### config.mk
export PLATFORM = sky130hd
export DESIGN_NAME = rspa_width_calc
export DESIGN_NICKNAME = d
export VERILOG_FILES = /design/src/rtl/rspa_pkg.sv /design/src/rtl/rspa_width_calc.sv
export SDC_FILE = /design/constraint.sdc
export NUM_CORES = 1
export LEC_CHECK = 0
export BUFFER_PORTS_ARGS = -buffer_cell sky130_fd_sc_hd__buf_2
export CORE_ASPECT_RATIO = 0.8
export CORE_UTILIZATION = 60
export DETAILED_ROUTE_END_ITERATION = 8
export PLACE_DENSITY = 0.76
export SETUP_SLACK_MARGIN = 0.5
export SLEW_MARGIN = 20
export SYNTH_ARGS = -nofsm -noshare
export SYNTH_HDL_FRONTEND = slang
export SYNTH_SLANG_ARGS = --single-unit
export TNS_END_PERCENT = 1
### constraint.sdc
create_clock -name i_clk -period 19.57 [get_ports i_clk]
set_clock_uncertainty 0.1 [all_clocks]
set_input_delay 0.9785 -clock i_clk [delete_from_list [all_inputs] [get_ports i_clk]]
set_output_delay 0.9785 -clock i_clk [all_outputs]
set_load 0.03 [all_outputs]
### src/rtl/rspa_pkg.sv
package rspa_pkg;

    typedef struct packed {
        logic [27:0] col;
        logic [13:0] row;
    } t_in;

    typedef struct packed {
        logic [13:0] raw_col;
        logic [13:0] raw_row;
        logic [27:0] raw_index;
        logic [28:0] scaled_width;
        logic        in_range;
    } t_out;

    typedef enum logic [1:0] {
        WC_LOAD,
        WC_RUN,
        WC_DONE
    } t_wc_state;

    localparam logic [1:0] REG_FRAME_WIDTH   = 2'd0;
    localparam logic [1:0] REG_FRAME_HEIGHT  = 2'd1;
    localparam logic [1:0] REG_TURN          = 2'd2;
    localparam logic [1:0] REG_SCALED_HEIGHT = 2'd3;

    localparam logic [1:0] TURN_NONE = 2'd0;
    localparam logic [1:0] TURN_90   = 2'd1;
    localparam logic [1:0] TURN_180  = 2'd2;
    localparam logic [1:0] TURN_270  = 2'd3;

    localparam int SW_W = 29;

endpackage

### src/rtl/rspa_width_calc.sv
module rspa_width_calc #(
    parameter int DW = 15
) (
    input  logic                     i_clk,
    input  logic                     i_rst_n,
    input  logic                     i_start,
    input  logic [DW-1:0]            i_ow,
    input  logic [DW-1:0]            i_oh,
    input  logic [DW-1:0]            i_th,
    output logic [rspa_pkg::SW_W-1:0] o_sw,
    output logic                     o_busy
);
    import rspa_pkg::*;

    localparam int NUM_W = 2 * DW + 2;
    localparam int REM_W = DW + 2;
    localparam int CNT_W = $clog2(NUM_W);

    t_wc_state r_state, n_state;
    logic [NUM_W-1:0] r_num, n_num;
    logic [NUM_W-1:0] r_quot, n_quot;
    logic [REM_W-1:0] r_rem, n_rem;
    logic [CNT_W-1:0] r_cnt, n_cnt;
    logic [REM_W-1:0] w_den;
    logic [REM_W-1:0] w_trial;

    assign w_den   = {1'b0, i_oh, 1'b0};
    assign w_trial = {r_rem[REM_W-2:0], r_num[NUM_W-1]};

    always_ff @(posedge i_clk) begin
        if (!i_rst_n) begin
            r_state <= WC_LOAD;
        end else begin
            r_state <= n_state;
        end
    end

    always_ff @(posedge i_clk) begin
        r_num  <= n_num;
        r_quot <= n_quot;
        r_rem  <= n_rem;
        r_cnt  <= n_cnt;
    end

    always_comb begin
        n_state = r_state;
        n_num   = r_num;
        n_quot  = r_quot;
        n_rem   = r_rem;
        n_cnt   = r_cnt;
        case (r_state)
            WC_LOAD: begin
                n_num   = NUM_W'({(2 * DW)'(i_ow) * (2 * DW)'(i_th), 1'b0})
                          + NUM_W'(i_oh);
                n_quot  = '0;
                n_rem   = '0;
                n_cnt   = CNT_W'(NUM_W - 1);
                n_state = WC_RUN;
            end
            WC_RUN: begin
                n_num = {r_num[NUM_W-2:0], 1'b0};
                if (w_trial >= w_den) begin
                    n_rem  = w_trial - w_den;
                    n_quot = {r_quot[NUM_W-2:0], 1'b1};
                end else begin
                    n_rem  = w_trial;
                    n_quot = {r_quot[NUM_W-2:0], 1'b0};
                end
                n_cnt = r_cnt - 1'b1;
                if (r_cnt == '0) begin
                    n_state = WC_DONE;
                end
            end
            WC_DONE: begin
                n_state = WC_DONE;
            end
            default: begin
                n_state = WC_LOAD;
            end
        endcase
        if (i_start) begin
            n_state = WC_LOAD;
        end
    end

    assign o_sw   = (r_quot == '0) ? SW_W'(1) : SW_W'(r_quot);
    assign o_busy = (r_state != WC_DONE) || i_start;

endmodule

==> flow_metrics.py <==
metrics = {
    "outcome": {
        "status": "finished, final reports clean",
    },
    "synthesis": {
        "ys_seq_elements": 87,
        "syn_area_per_cell_um2": 9.08,
        "synth-edff-count": 85,
        "synth_ff_type": "edfxtp_1",
        "synth_area_um2": 13200,
        "synth_cells": 1457,
        "yosys_warnings": 0,
        "yosysSeqAreaShare_pct": 19.6,
        "synth_cell_types": 70,
        "async_reset_ff_share_pct": 0,
        "synth.net_count": 1801,
    },
    "critical_path": {
        "worstSetupStartpointType": "primary input",
        "worstReg2RegStart": "r_rem[0]",
        "cp-end-kind": "flop",
        "critPathSlowestCell": "nor4b_1",
        "crit_start": "i_ow[4]",
        "critPathKind": "primary input to flop",
        "slowest_delay_ps": 730,
        "critPathRequiredTime_ps": 19520,
        "crit_top_cell": "fa_1",
        "cp_data_arrival_time_ps": 7970,
        "critical_path.max_fanout": 15,
    },
    "floorplanning": {
        "fp.coreArea_um2": 21600,
        "rows": 48,
        "start_util_pct": 61.2,
        "die_width_um": 168,
        "die_h_um": 135,
        "die-area_um2": 22600,
        "num_io_pins": 78,
    },
    "detailed_routing": {
        "wirelength_um": 29000,
        "met3_length_um": 1800,
        "drc": 0,
        "firstDrtPassIters": 6,
        "wl_met1_um": 13500,
        "num_vias": 10100,
        "vias_per_cell": 5.75,
        "routed-wl-met2_um": 13300,
        "ant_nets": 0,
        "avgRoutedWirePerCell_um": 16.5,
        "dr.first_iter.drc_count": 690,
        "top_layer": "met4",
    },
    "clock_network": {
        "root_buffer": "clkbuf_16",
        "postCtsSetupRepairBufs": 0,
        "clk_pin_slew_ps": 70,
        "cts_inserted_buffers": 9,
        "cts_sinks": 87,
        "clk_latency_ps": 340,
        "cts_tree": "built",
        "cts.path.max_buffers": 2,
        "ctsResizeCount": 0,
        "htreeDepth": 3,
        "postCtsHoldBufs": 0,
    },
    "sta": {
        "fin_crit_ps": 8020,
        "slew_headroom_pct": 46.1,
        "holdWs_ps": 428,
        "grt_setup_unrepaired": "no",
        "finalSetupTns_ps": 0,
        "tightest_slew_ps": 809,
        "fin_crit_sh_pct": 41.0,
        "slew_violations": 0,
        "hold_viol": 0,
        "setup_viol": 0,
        "clock.fmax_ghz": 0.125,
    },
    "layout": {
        "area_growth_pct": 5.91,
        "n_antenna_cell": 0,
        "final_cell_mix": "inv_1, and2_1, fa_1",
        "drive_gt1_share_pct": 8.05,
        "fillCellCount": 1795,
        "nets": 1817,
        "finalInstanceArea_um2": 14000,
        "layout_commonest_cell": "inv_1",
    },
    "global_routing": {
        "grt_max_degree": 101,
        "grt_pass1_vias": 9777,
        "grt-ovfl-total": 0,
        "antenna_found_initial": 0,
        "grt_pass1_wl_um": 48400,
        "grt_usage_pct": 26.8,
    },
    "worst_hold_path": {
        "min_path_type": "flop to flop",
        "hp-start": "r_num[2]",
    },
    "placed_design": {
        "place_congestion": 0.862,
        "io_buffers": 77,
        "dpl.hpwl_um": 22800,
        "placed_cell_area_um2": 13700,
    },
    "run": {
        "max-cap-violations": 0,
    },
}
==> flip-flops by register name, summed over array words and instances, names as in the netlist <==
signal   cells
r_num       32
r_rem       16
r_quot      32
r_state      2
r_cnt        5
==> synthesized netlist by cell type (4+ instances only) <==
| master | count | share of area, % |
|---|---|---|
| a21o_1 | 19 | 1.1 |
| o211ai_1 | 7 | 0.40 |
| nand4_1 | 13 | 0.61 |
| fa_1 | 169 | 26 |
| edfxtp_1 | 85 | 19 |
| nand2_1 | 159 | 4.5 |
| xor2_1 | 17 | 1.1 |
| or3_1 | 5 | 0.24 |
| nand3b_1 | 4 | 0.23 |
| mux2i_1 | 9 | 0.68 |
| a21oi_1 | 55 | 2.1 |
| clkbuf_1 | 71 | 2.0 |
| o31ai_1 | 6 | 0.34 |
| a211o_1 | 4 | 0.26 |
| a31oi_1 | 6 | 0.28 |
| o41ai_1 | 4 | 0.26 |
| nor2b_1 | 9 | 0.43 |
| xnor2_1 | 32 | 2.1 |
| nor4_1 | 10 | 0.47 |
| ha_1 | 127 | 12 |
| and2_1 | 176 | 8.3 |
| nor2_1 | 50 | 1.4 |
| o21a_1 | 7 | 0.40 |
| nand3_1 | 11 | 0.42 |
| o21bai_1 | 4 | 0.23 |
| buf_2 | 5 | 0.19 |
| o21ai_0 | 55 | 2.1 |
| inv_1 | 242 | 6.9 |
| nor3_1 | 11 | 0.42 |
| and3_1 | 6 | 0.28 |
| a211oi_1 | 11 | 0.62 |
| nand2b_1 | 12 | 0.57 |
==> stage by stage <==
stage | setup slack [ps] | std cells | utilization [%]
global placement | 11510 | 1736 | 63.3
CTS | 11630 | 1752 | 64.7
detailed placement | 11320 | 1736 | 63.3
finish | 11550 | 1753 | 64.8
floorplan | 11830 | 1457 | -
global route | 11250 | 1753 | 64.8
==> worst max-delay path, delay by kind of cell <==
| kind | cells | cell delay [ps] |
|---|---|---|
| buffers and inverters | 5 | 400 |
| adders and majority gates | 8 | 3630 |
| xor gates and xnor gates | 1 | 90 |
| AOI/OAI and AO/OA | 6 | 1230 |
| and+or+nand+nor | 7 | 1600 |
==> layer usage <==
layer  GRT usage, %  vias to the layer above
met3           3.25                       39
met1           40.2                     4939
met2           42.1                      350
li1               -                     4752
met4           5.15                        0
met5              0                        -
==> final timing paths <==
kind,slack [ps],depth (start not counted),end
worst min register to register,430,2,r_num[3]
worst max register to register,15670,13,r_rem[7]
worst max-delay path,11550,27,r_num[28]
worst min-delay path,430,2,r_num[3]
==> cell families after synthesis <==
group / share of synthesized area (%)
fa+ha+maj: 37.6
xor+xnor: 3.25
buf+inv: 9.07
simple gates: 19.4
compound gates: 10.1
mux: 0.937
flops: 19.6
==> cell type report <==
cell class / instances / area (um^2) / area share, %
sequential: 87 / 2590 / 18.5
clock buffer: 9 / 225 / 1.61
tap: 275 / 344 / 2.46
timing repair buffer: 81 / 428 / 3.05
inverter: 242 / 908 / 6.49
multi-input combinational: 1052 / 9440 / 67.4
clock inverter: 7 / 71.3 / 0.509
Power is not shown: default switching activity piles up to over one toggle a cycle in this logic, so the estimate is an artifact.
