[config.mk]
export PLATFORM = sky130hd
export DESIGN_NAME = rspa_div_pipe
export DESIGN_NICKNAME = d
export VERILOG_FILES = /design/src/rtl/rspa_pkg.sv /design/src/rtl/rspa_div_pipe.sv
export SDC_FILE = /design/constraint.sdc
export NUM_CORES = 2
export LEC_CHECK = 0
export ABC_CLOCK_PERIOD_IN_PS = 5200
export BUFFER_PORTS_ARGS = -buffer_cell sky130_fd_sc_hd__buf_2
export CAP_MARGIN = 20
export CORE_AREA = 3 3 347 349
export DETAILED_ROUTE_END_ITERATION = 6
export DIE_AREA = 0 0 350 352
export GPL_TIMING_DRIVEN = 0
export PLACE_DENSITY_LB_ADDON = 0.12
export SLEW_MARGIN = 25
export SYNTH_ARGS = -nofsm -noshare
export SYNTH_HDL_FRONTEND = slang
export SYNTH_SLANG_ARGS = --single-unit
export TNS_END_PERCENT = 1
[constraint.sdc]
create_clock -name i_clk -period 5.2 [get_ports i_clk]
set_clock_uncertainty 0.15 [all_clocks]
set_input_delay 0 -clock i_clk [delete_from_list [all_inputs] [get_ports i_clk]]
set_output_delay 0 -clock i_clk [all_outputs]
set_load 0.02 [all_outputs]
[src/rtl/rspa_pkg.sv]
package rspa_pkg;

    typedef struct packed {
        logic [27:0] col;
        logic [13:0] row;
    } t_in;

    typedef struct packed {
        logic [13:0] raw_col;
        logic [13:0] raw_row;
        logic [27:0] raw_index;
        logic [28:0] scaled_width;
        logic        in_range;
    } t_out;

    typedef enum logic [1:0] {
        WC_LOAD,
        WC_RUN,
        WC_DONE
    } t_wc_state;

    localparam logic [1:0] REG_FRAME_WIDTH   = 2'd0;
    localparam logic [1:0] REG_FRAME_HEIGHT  = 2'd1;
    localparam logic [1:0] REG_TURN          = 2'd2;
    localparam logic [1:0] REG_SCALED_HEIGHT = 2'd3;

    localparam logic [1:0] TURN_NONE = 2'd0;
    localparam logic [1:0] TURN_90   = 2'd1;
    localparam logic [1:0] TURN_180  = 2'd2;
    localparam logic [1:0] TURN_270  = 2'd3;

    localparam int SW_W = 29;

endpackage

[src/rtl/rspa_div_pipe.sv]
module rspa_div_pipe #(
    parameter int NW  = 43,
    parameter int DVW = 29,
    parameter int QB  = 14
) (
    input  logic           i_clk,
    input  logic           i_rst_n,
    input  logic           i_en,
    input  logic           i_valid,
    input  logic           i_tag,
    input  logic [NW-1:0]  i_num,
    input  logic [DVW-1:0] i_den,
    output logic           o_valid,
    output logic           o_tag,
    output logic [QB-1:0]  o_quot
);
    import rspa_pkg::*;

    localparam int XW = ((NW > DVW + QB) ? NW : DVW + QB) + 1;

    logic [XW-1:0] r_rem [QB+1];
    logic [QB-1:0] r_q   [QB+1];
    logic          r_v   [QB+1];
    logic          r_tag [QB+1];
    logic          r_sat [QB+1];

    always_ff @(posedge i_clk) begin
        if (!i_rst_n) begin
            r_v[0] <= 1'b0;
        end else if (i_en) begin
            r_v[0] <= i_valid;
        end
    end

    always_ff @(posedge i_clk) begin
        if (i_en) begin
            r_rem[0] <= XW'(i_num);
            r_sat[0] <= XW'(i_num) >= (XW'(i_den) << QB);
            r_q[0]   <= '0;
            r_tag[0] <= i_tag;
        end
    end

    for (genvar j = 1; j <= QB; j++) begin : g_stage
        localparam int B = QB - j;
        logic [XW-1:0] n_shift;
        logic          n_ge;

        assign n_shift = XW'(i_den) << B;
        assign n_ge    = r_rem[j-1] >= n_shift;

        always_ff @(posedge i_clk) begin
            if (!i_rst_n) begin
                r_v[j] <= 1'b0;
            end else if (i_en) begin
                r_v[j] <= r_v[j-1];
            end
        end

        always_ff @(posedge i_clk) begin
            if (i_en) begin
                r_rem[j] <= n_ge ? (r_rem[j-1] - n_shift) : r_rem[j-1];
                r_q[j]   <= r_q[j-1] | (n_ge ? (QB'(1) << B) : QB'(0));
                r_sat[j] <= r_sat[j-1];
                r_tag[j] <= r_tag[j-1];
            end
        end
    end

    assign o_valid = r_v[QB];
    assign o_tag   = r_tag[QB];
    assign o_quot  = r_sat[QB] ? '1 : r_q[QB];

endmodule

==> results_dict.tcl <==
set metrics [dict create \
    status "finished clean" \
    crit_start "r_rem[0][56]$_DFFE_PP_" \
    post_cts_buffers 0 \
    worstReg2RegStart "r_rem[0][56]$_DFFE_PP_" \
    cts_buffer_depth 3 \
    clk_pin_slew_worst_paths_ns 0.06 \
    synth_ff_type "edfxtp_1" \
    vias 39134 \
    power.total_w 0.0318 \
    hold_viol_final 0 \
    slowest_stage "clkbuf_1" \
    area_delta_synth_final_pct 14.4 \
    cts_tree "yes" \
    start_util_pct 42.8 \
    crit_family "compound AO/OA/AOI/OAI gates" \
    drtIter0Drc 2741 \
    syn_nets 5419 \
    cpPeakStageDelay_ns 0.58 \
    fill_cells 10789 \
    synth_edf_count 764 \
    cp.depth 13 \
    drtAntennaViolNets 0 \
    path_buf_inv 3 \
    synthCells 4894 \
    die_w_um 350 \
    htree_num_levels 3 \
    fp.dieH_um 352 \
    worstSkewPairLatency_ns 0.70 \
    root_buffer "clkbuf_16" \
    clock.fmax_ghz 0.205 \
    gp_congestion 0.897 \
    worst_pin_slew_ns 1.06 \
    final_nets 5721 \
    start_kind "flip-flop" \
    yosys_warnings 0 \
    core_sq_um 118000 \
    r2r.worst_path.cells 13 \
    rsz0062_at_grt "no" \
    ff_latch_area_sq_um 23000 \
    dp_cells 6547 \
    drt-total-wl_um 146000 \
    timing.final.ws_setup_ns 0.325 \
    multi_input_area_sq_um 26300 \
    dp_slack_ns 0.180 \
    synthDistinctLibCells 99 \
    powerDensity_nw_per_um2 552 \
    antenna_found_initial 1 \
    grt_pass1_wl_um 224000 \
    min_period_ns 4.88 \
    crit_required_ns 5.45 \
    critPathArrivalTime_ns 5.12 \
    slew-limit-headroom_pct 28.7 \
    path_class "flip-flop to flip-flop" \
    viasPerCell 5.75 \
    die_area_sq_um 123000 \
    ys_async_sr_fraction_pct 0 \
    synth_top_area_share_pct 45.5 \
    numCtsBuffers 90 \
    avgSynthCellArea_sq_um 10.3 \
    synth_area_sq_um 50400 \
    p_leak_nw 22.2 \
    setup_violations 0 \
    dp.final_hpwl_um 108000 \
    rows 126 \
    drv_slew 0 \
    drv_cap 0 \
    synthTopCellsByArea "edfxtp_1 (46%), ha_1 (11%), a21oi_1 (5.5%), xnor2_1 (4.1%), xor2_1 (3.3%)" \
    worst-path-max-fanout 10 \
    grt_overflow 0 \
    drtPass1Iterations 5 \
    drcViolationCount 0 \
    min_path_cells 3 \
    hp-start "i_den[1]" \
    drive_gt1_share_pct 8.74 \
    final.period_utilization_pct 93.8 \
    cp_cell_sequence "inv_1 > ha_1 > fa_1 > nor2b_1 > o311ai_0 > a31oi_1 > o311ai_0 > a211oi_1 > o211ai_1 > nand3_1 > clkbuf_1 > clkbuf_1 > a21oi_1" \
    hold_class "primary input to flip-flop" \
    vdd_drop_max_v 0.000326 \
    grt_max_degree 98 \
    yosys.area.top_type "edfxtp_1" \
    endpoint_kind "flip-flop" \
    synth.ff_latch_count 765 \
    grt_pass1_vias 38514 \
    io-pin-count 93 \
    instances_no_fill 6810 \
    port_buffers 92 \
    ys_seq_area_share_pct 45.5 \
    grt_usage_pct 23.3 \
    wl_per_cell_um 21.5 \
    hold_slack_ns 0.0275 \
    clkSinkCount 765 \
]
==> area by class of cell <==
| class | count | share of cell area, % |
|---|---|---|
| well taps | 1536 | 3.33 |
| inverters | 164 | 1.07 |
| clock inverters | 66 | 1.60 |
| repair buffers | 210 | 3.57 |
| plain buffers | 141 | 1.02 |
| multi-input cells | 3824 | 45.5 |
| flip-flops and latches | 765 | 39.8 |
| diodes | 1 | 0.00434 |
| clock buffers | 103 | 4.04 |
==> worst reg2reg max path: stages, from the launching register on <==
cell and delay (ns):
edfxtp_1 0.43, inv_1 0.07, ha_1 0.21, fa_1 0.41, nor2b_1 0.18, o311ai_0 0.24
a31oi_1 0.40, o311ai_0 0.24, a211oi_1 0.41, o211ai_1 0.15, nand3_1 0.38, clkbuf_1 0.57
clkbuf_1 0.58, a21oi_1 0.19
==> cell families (layout without fill, tap and decap cells) <==
kind of cell | after synthesis | count (layout) | synth area share (%)
buffers and inverters | 305 | 684 | 2.39
AND/OR/NAND/NOR | 1407 | 1407 | 13.7
other | 0 | 1 | 0
AO/OA/AOI/OAI | 1474 | 1474 | 18.1
XOR/XNOR | 423 | 423 | 7.35
multiplexers | 72 | 72 | 1.61
adder cells (fa/ha/maj) | 448 | 448 | 11.3
flip-flops | 765 | 765 | 45.5
==> power breakdown <==
group,leakage [nW],internal (W),total [W],switching [W]
Combinational,13.3,0.00601,0.0142,0.00819
Clock,1.55,0.00412,0.00690,0.00278
Sequential,7.38,0.00943,0.0107,0.00128
==> final timing paths <==
check | slack (ns) | to
worst min register to register | 0.25 | r_q[12][11]$_DFFE_PP_
worst max-delay path | 0.32 | r_rem[0][126]$_DFFE_PP_
worst min-delay path | 0.03 | r_rem[1][93]$_DFFE_PP_
worst max register to register | 0.32 | r_rem[0][126]$_DFFE_PP_
==> flip-flops by register name, indices dropped and copies added, names as in the netlist <==
name	flops
r_sat	15
r_v	15
r_q	105
r_tag	15
r_rem	615
==> per-stage QoR <==
step	util, %	instance area [sq um]	setup TNS [ns]
floorplan	-	50400	0
global placement	44.8	52800	-6184.64
detailed placement	45.4	53500	0
CTS	49.0	57700	0
global route	49.0	57700	0
finish	49.0	57700	0
==> cells in the final DEF, fill, tap and decap left out, types with 62 or more instances in the layout <==
| cell type | netlist | layout |
|---|---|---|
| a21o_1 | 182 | 182 |
| a21oi_1 | 555 | 555 |
| buf_2 | 22 | 113 |
| clkbuf_1 | 108 | 117 |
| clkbuf_16 | 0 | 90 |
| dlygate4sd3_1 | 0 | 93 |
| edfxtp_1 | 764 | 764 |
| ha_1 | 435 | 435 |
| inv_1 | 159 | 133 |
| mux2_2 | 62 | 62 |
| nand2_1 | 373 | 373 |
| nand3_1 | 98 | 98 |
| nand4_1 | 75 | 75 |
| nor2_1 | 386 | 386 |
| nor3_1 | 91 | 90 |
| o21ai_0 | 326 | 326 |
| xnor2_1 | 235 | 235 |
| xor2_1 | 188 | 188 |
==> cell usage after synthesis (29+ instances only) <==
cell type,count
nor2_1,386
a211oi_1,34
edfxtp_1,764
xor2_1,188
nand3_1,98
ha_1,435
o21bai_1,48
o21ai_0,326
inv_1,159
and3_1,49
a21oi_1,555
nor3_1,91
nor4_1,53
o21a_1,48
xnor2_1,235
clkbuf_1,108
or2_2,31
a21o_1,182
o31ai_1,29
nor2b_1,58
nand4_1,75
nand2_1,373
mux2_2,62
nand2b_1,59
a31oi_1,32
==> per-layer routing <==
metal | GRT usage [%] | share of wire, %
met4 | 8.43 | 4.0
met5 | 0 | 0
met2 | 39.8 | 48
met3 | 3.58 | 4.7
met1 | 29.9 | 43
==> repair_timing <==
action / in CTS / in global routing
resized for setup: 0 / 0
hold endpoints to repair: 252 / 0
hold buffers: 93 / 0
(Power assumes the default switching activity.)
